### src/rtl/u8v_pkg.sv
// Package for the UTF-8 stream validator: decoder state type, byte class
// masks and code point limits. Depends on nothing.
`default_nettype none

package u8v_pkg;

	localparam int CpWidth = 21;

	typedef logic [CpWidth-1:0] u8v_cp_t;

	typedef struct packed {
		logic [1:0] pending;   // continuation bytes still expected
		logic [1:0] seq_len;   // continuation count of current sequence
		u8v_cp_t    cp;        // code point being assembled
		logic       err;       // error found in current string
	} u8v_state_t;

	localparam logic [1:0] ContTag       = 2'b10;
	localparam logic [7:0] Lead2Mask     = 8'h1f;
	localparam logic [7:0] Lead3Mask     = 8'h0f;
	localparam logic [7:0] Lead4Mask     = 8'h07;
	localparam logic [1:0] SeqLen3       = 2'd2;
	localparam logic [1:0] SeqLen4       = 2'd3;
	localparam u8v_cp_t    Min3Byte      = 21'h000800;
	localparam u8v_cp_t    Min4Byte      = 21'h010000;
	localparam u8v_cp_t    MaxCodePoint  = 21'h10ffff;
	localparam u8v_cp_t    SurrogateLo   = 21'h00d800;
	localparam u8v_cp_t    SurrogateHi   = 21'h00dfff;

endpackage

`default_nettype wire

### src/rtl/u8v_stream_if.sv
// Valid/ready channel interfaces for the UTF-8 stream validator: the byte
// channel and the verdict channel. Depends on nothing.
`default_nettype none

interface u8v_byte_if;
	logic       valid;
	logic       ready;
	logic [7:0] data_byte;
	logic       last;

	modport source (output valid, output data_byte, output last, input ready);
	modport sink   (input valid, input data_byte, input last, output ready);
endinterface

interface u8v_verdict_if;
	logic valid;
	logic ready;
	logic valid_res;

	modport source (output valid, output valid_res, input ready);
	modport sink   (input valid, input valid_res, output ready);
endinterface

`default_nettype wire

### src/rtl/u8v_step.sv
// Next-state logic of the UTF-8 decoder for one byte: lead classification,
// continuation assembly and end-of-sequence range checks. Uses u8v_pkg.
`default_nettype none

module u8v_step (
	input  wire u8v_pkg::u8v_state_t cur,
	input  wire logic [7:0]          data_byte,
	output u8v_pkg::u8v_state_t      nxt
);

	u8v_pkg::u8v_cp_t cp_cat;
	logic [1:0]       pend_dec;
	logic             range_bad;

	assign cp_cat   = {cur.cp[u8v_pkg::CpWidth-7:0], data_byte[5:0]};
	assign pend_dec = cur.pending - 2'd1;

	always_comb begin
		range_bad = ((cur.seq_len == u8v_pkg::SeqLen3) && (cp_cat < u8v_pkg::Min3Byte)) ||
			((cur.seq_len == u8v_pkg::SeqLen4) && (cp_cat < u8v_pkg::Min4Byte)) ||
			(cp_cat > u8v_pkg::MaxCodePoint) ||
			((cp_cat >= u8v_pkg::SurrogateLo) && (cp_cat <= u8v_pkg::SurrogateHi));
	end

	always_comb begin
		nxt = cur;
		if (cur.err) begin
			nxt = cur;
		end else if (cur.pending == 2'd0) begin
			case (data_byte) inside
				8'h00: begin
					nxt.err = 1'b1;
				end
				[8'h01:8'h7f]: begin
					nxt = cur;
				end
				[8'hc2:8'hdf]: begin
					nxt.cp      = u8v_pkg::u8v_cp_t'(data_byte & u8v_pkg::Lead2Mask);
					nxt.pending = 2'd1;
					nxt.seq_len = 2'd1;
				end
				[8'he0:8'hef]: begin
					nxt.cp      = u8v_pkg::u8v_cp_t'(data_byte & u8v_pkg::Lead3Mask);
					nxt.pending = 2'd2;
					nxt.seq_len = 2'd2;
				end
				[8'hf0:8'hf7]: begin
					nxt.cp      = u8v_pkg::u8v_cp_t'(data_byte & u8v_pkg::Lead4Mask);
					nxt.pending = 2'd3;
					nxt.seq_len = 2'd3;
				end
				// stray continuation, C0/C1 and F8 upwards
				default: begin
					nxt.err = 1'b1;
				end
			endcase
		end else if (data_byte[7:6] != u8v_pkg::ContTag) begin
			nxt.err = 1'b1;
		end else if (pend_dec != 2'd0) begin
			nxt.cp      = cp_cat;
			nxt.pending = pend_dec;
		end else begin
			// sequence complete: check form and range, then drop the code point
			nxt.pending = 2'd0;
			nxt.seq_len = 2'd0;
			nxt.cp      = '0;
			nxt.err     = range_bad;
		end
	end

endmodule

`default_nettype wire

### src/rtl/utf8_stream_validator.sv
// UTF-8 stream validator: one byte per cycle unless the skid register is
// full, one verdict per string on its last byte. The verdict is registered,
// into the result register or, if that still waits, the skid register; this
// two-entry output stage lets bytes flow while one verdict waits. Reset:
// asynchronous, active low; clears decoder state and the output stage.
// Uses u8v_pkg, u8v_byte_if, u8v_verdict_if and u8v_step.
`default_nettype none

module utf8_stream_validator (
	input  wire logic       clk,
	input  wire logic       arst_n,
	u8v_byte_if.sink        text,
	u8v_verdict_if.source   verdict
);

	u8v_pkg::u8v_state_t state_q;
	u8v_pkg::u8v_state_t state_nxt;
	logic                out_valid_q;
	logic                out_res_q;
	logic                skid_valid_q;
	logic                skid_res_q;
	logic                in_fire;
	logic                out_fire;
	logic                give;
	logic                res_new;

	u8v_step u_step (
		.cur       (state_q),
		.data_byte (text.data_byte),
		.nxt       (state_nxt)
	);

	assign text.ready      = !skid_valid_q;
	assign in_fire         = text.valid && text.ready;
	assign out_fire        = out_valid_q && verdict.ready;
	assign give            = in_fire && text.last;
	assign res_new         = !state_nxt.err && (state_nxt.pending == 2'd0);
	assign verdict.valid     = out_valid_q;
	assign verdict.valid_res = out_res_q;

	always_ff @(posedge clk or negedge arst_n) begin
		if (!arst_n) begin
			state_q <= '0;
		end else if (in_fire) begin
			state_q <= text.last ? '0 : state_nxt;
		end
	end

	always_ff @(posedge clk or negedge arst_n) begin
		if (!arst_n) begin
			out_valid_q  <= 1'b0;
			skid_valid_q <= 1'b0;
		end else if (skid_valid_q) begin
			if (out_fire) begin
				skid_valid_q <= 1'b0;
			end
		end else if (give) begin
			if (out_valid_q && !verdict.ready) begin
				skid_valid_q <= 1'b1;
			end else begin
				out_valid_q <= 1'b1;
			end
		end else if (out_fire) begin
			out_valid_q <= 1'b0;
		end
	end

	always_ff @(posedge clk) begin
		if (skid_valid_q) begin
			if (out_fire) begin
				out_res_q <= skid_res_q;
			end
		end else if (give) begin
			if (out_valid_q && !verdict.ready) begin
				skid_res_q <= res_new;
			end else begin
				out_res_q <= res_new;
			end
		end
	end

	a_skid_behind_out: assert property (@(posedge clk) disable iff (!arst_n)
		skid_valid_q |-> out_valid_q)
		else $error("skid register holds a verdict while the result register is empty");

	a_clear_after_last: assert property (@(posedge clk) disable iff (!arst_n)
		(text.valid && text.ready && text.last) |=> (state_q == '0))
		else $error("decoder state not cleared after the last byte");

	a_verdict_follows_last: assert property (@(posedge clk) disable iff (!arst_n)
		(text.valid && text.ready && text.last) |=> out_valid_q)
		else $error("no verdict after an accepted last byte");

	a_pending_within_seq: assert property (@(posedge clk) disable iff (!arst_n)
		(state_q.pending != 2'd0) |-> (state_q.seq_len != 2'd0 &&
			state_q.pending <= state_q.seq_len))
		else $error("pending count outside the current sequence");

endmodule

`default_nettype wire

### src/flat_wrapper.sv
// flat-port wrapper written by rule: the top's interface ports become plain ports
module utf8_stream_validator_flat 
  (clk, arst_n, text_valid, text_data_byte, text_last, text_ready, verdict_valid, verdict_valid_res, verdict_ready);
  u8v_byte_if text_i ();
  u8v_verdict_if verdict_i ();
  input  wire logic clk;
  input  wire logic arst_n;
  input wire logic [$bits(text_i.valid)-1:0] text_valid;
  input wire logic [$bits(text_i.data_byte)-1:0] text_data_byte;
  input wire logic [$bits(text_i.last)-1:0] text_last;
  output wire logic [$bits(text_i.ready)-1:0] text_ready;
  output wire logic [$bits(verdict_i.valid)-1:0] verdict_valid;
  output wire logic [$bits(verdict_i.valid_res)-1:0] verdict_valid_res;
  input wire logic [$bits(verdict_i.ready)-1:0] verdict_ready;
  assign text_i.valid = text_valid;
  assign text_i.data_byte = text_data_byte;
  assign text_i.last = text_last;
  assign text_ready = text_i.ready;
  assign verdict_valid = verdict_i.valid;
  assign verdict_valid_res = verdict_i.valid_res;
  assign verdict_i.ready = verdict_ready;
  utf8_stream_validator u_core (.clk(clk), .arst_n(arst_n), .text(text_i), .verdict(verdict_i));
endmodule
### config.mk
export PLATFORM = sky130hd
export DESIGN_NAME = utf8_stream_validator_flat
export DESIGN_NICKNAME = d
export VERILOG_FILES = /design/src/rtl/u8v_pkg.sv /design/src/rtl/u8v_stream_if.sv /design/src/rtl/u8v_step.sv /design/src/rtl/utf8_stream_validator.sv /design/src/flat_wrapper.sv
export SDC_FILE = /design/constraint.sdc
export NUM_CORES = 1
export LEC_CHECK = 0
export ABC_AREA = 1
export BUFFER_PORTS_ARGS = -buffer_cell sky130_fd_sc_hd__buf_2
export CAP_MARGIN = 20
export CORE_MARGIN = 4
export CORE_UTILIZATION = 60
export DETAILED_ROUTE_END_ITERATION = 8
export PLACE_DENSITY = 0.81
export SETUP_SLACK_MARGIN = 0.4
export SYNTH_ARGS = -nofsm -noshare
export SYNTH_HDL_FRONTEND = slang
export SYNTH_SLANG_ARGS = --single-unit
### constraint.sdc
create_clock -name clk -period 3.6 [get_ports clk]
set_input_delay 0.36 -clock clk [delete_from_list [all_inputs] [get_ports clk]]
set_output_delay 0.36 -clock clk [all_outputs]
set_load 0.02 [all_outputs]
==> impl_metrics.ini <==
[run_status]
status = finished, violations left
violations = hold timing

[final_layout]
layout.nets = 233
drive_above_1_share_pct = 14.7
final_common_cell = nand2_1
area_delta_synth_final_pct = 7.45
num_antenna_cells = 0
layout_common_cells = nand2_1, nor2_1, dfrtp_1
fin_area_um2 = 1570

[power]
power_leakage_nw = 0.820
power.share.clock_pct = 11.8
ir_drop_mv = 0.571
p_sw_share_pct = 46.6
power_frac_seq_pct = 37.0
cellInternalPower_w = 0.000543
switching_power_w = 0.000475
powerDensity_nw_per_um2 = 648
p_total_w = 0.00102
combPwrFrac_pct = 51.2

[timing]
period_minus_slack_ps = 2230
holdWs_ps = -17.8
worst_pin_slew_ps = 495
slew_headroom_pct = 67.0
fin_skew_ps = 16.6
hold_viol = 11
final-max-slew-violation-count = 0
fin_crit_sh_pct = 62.0
rsz0062_at_grt = no
final.setup.tns_ps = 0
max_freq_mhz = 448
setup_violations = 0

[yosys]
synth_cell_type_count = 26
synthArstFlopShare_pct = 91.7
yosys_warnings = 0
ys_seq_area_share_pct = 41.8
synth-seq-cells = 24
syn_area_um2 = 1460
synth.avg_cell_area_um2 = 7.27
yosysTopAreaCell = dfrtp_1
synth_top_area_share_pct = 37.7
ys.flop_type = dfrtp_1
netlist_instances = 201
synth.net_count = 216
synth_area_leaders = dfrtp_1, nand2_1, nand3_1
synth-edff-count = 2

[die]
core-area_um2 = 2250
placement_rows = 17
die_area_um2 = 3290
ios = 16
die_h_um = 57.4
start_util_pct = 64.8
die_x_um = 57.4

[critical_path]
r2r_cells = 8
timing.rr.end = u_core.state_q[14]$_DFFE_PN0P_
critPathMaxFanout = 24
end_kind = register
r2r-start = u_core.state_q[25]$_DFFE_PN0P_
rrSetupSlack_ps = 1370
start_kind = register
critPathKind = reg2reg
cp.required_ps = 3840
arrival_ps = 2470

[cts]
clk_pin_slew_ps = 140
cts.hold.buffers_added = 0
postCtsSetupRepairBufs = 0
cts_tree = done
cts.repair.resized = 0
numCtsBuffers = 3
clk_latency_ps = 320
clockBufferDepth = 2
clock_tree.root_cell = clkbuf_4
cts_max_level = 1
clock-sinks = 24

[placed_design]
port_buffers = 15
hpwl_um = 2330
placed_area_um2 = 1540
gp_congestion = 0.903

[route]
wl_per_cell_um = 12.3
drtPass1Iterations = 4
vias_per_cell = 5.44
drt.antenna.violating_nets = 0
num_vias = 1333
wirelength_um = 3000
drc = 0
drt_iter0_drc = 50

[global_route]
grt_max_degree = 25
grt_overflow_total = 0
first_global_vias = 1245
grt_pass1_wl_um = 5290
antenna_found_initial = 0
grt_usage_pct = 20.1

[min_path]
hold_class = in2async

[run]
drv_cap = 0
registers in the layout, indices dropped and copies added (netlist names):
| signal | count |
|---|---|
| u_core.verdict.valid_res | 1 |
| u_core.skid_valid_q | 1 |
| u_core.skid_res_q | 1 |
| u_core.verdict.valid | 1 |
| u_core.state_q | 20 |
metal layers:
| metal | routed length [um] | vias up | GRT usage [%] |
|---|---|---|---|
| li1 | - | 684 | - |
| met1 | 1430 | 604 | 26.9 |
| met2 | 1360 | 37 | 32.7 |
| met3 | 158 | 8 | 3.39 |
| met4 | 60 | 0 | 6.95 |
| met5 | 0 | - | 0 |
critical path, cell delays in order (launching register included):
cell      delay, ps
dfrtp_1         440
inv_1           130
ha_1            470
inv_1           170
a31oi_1         300
nand3_4         260
clkinv_2        200
nand3_1          90
o21ai_1          90
cell families after synthesis:
family,share of synthesized area [%]
simple gates,38.8
fa+ha+maj,1.71
buf+inv,8.39
flops,41.8
compound gates,9.33
cell usage after synthesis (all sizes together), types with 2 or more instances:
cell,number
a21oi,4
buf,3
dfrtp,22
edfxtp,2
ha,2
inv,24
nand2,62
nand3,19
nand4,6
nor2,22
nor3,7
o21ai,19
or2,4
power groups by stage:
stage	Sequential (W)	Combinational [W]	Clock [W]
2_1_floorplan	0.000383	0.000415	0
3_5_place_dp	0.000380	0.000515	0
3_3_place_gp	0.000377	0.000494	0
4_1_cts	0.000375	0.000518	0.000121
5_1_grt	0.000384	0.000596	0.000129
6_report	0.000377	0.000521	0.000120
worst max-delay path by stage:
stage,endpoint,from,slack (ps)
after detailed placement,u_core.state_q[14]$_DFFE_PN0P_,u_core.state_q[24]$_DFFE_PN0P_,1450
after CTS,u_core.state_q[14]$_DFFE_PN0P_,u_core.state_q[24]$_DFFE_PN0P_,1400
after global placement,u_core.state_q[23]$_DFFE_PN0P_,u_core.state_q[24]$_DFFE_PN0P_,1550
after floorplan,u_core.skid_res_q$_DFFE_PP_,u_core.state_q[24]$_DFFE_PN0P_,2090
final,u_core.state_q[14]$_DFFE_PN0P_,u_core.state_q[25]$_DFFE_PN0P_,1370
after global routing,u_core.state_q[8]$_DFFE_PN0P_,u_core.state_q[25]$_DFFE_PN0P_,1130
layout make-up:
cell class                      count  area, um2
Timing Repair Buffer               15       75.1
Sequential cell                    24        611
Clock inverter                      1       3.75
Tap cell                           28       35.0
Inverter                           25       95.1
Clock buffer                        3       22.5
Fill cell                         214        684
Multi-Input combinational cell    149        728
stage by stage:
| stage | worst slack (ps) | hold slack [ps] | utilization, % | instances |
|---|---|---|---|---|
| finish | 1370 | -17.8 | 69.6 | 245 |
| global route | 1130 | 28.6 | 69.6 | 245 |
| CTS | 1400 | 4.96 | 69.6 | 245 |
| detailed placement | 1450 | 354 | 68.5 | 241 |
| global placement | 1550 | 345 | 68.5 | 241 |
| floorplan | 2090 | 64.4 | - | 201 |
Note: power is estimated with default switching activity, not from simulation.
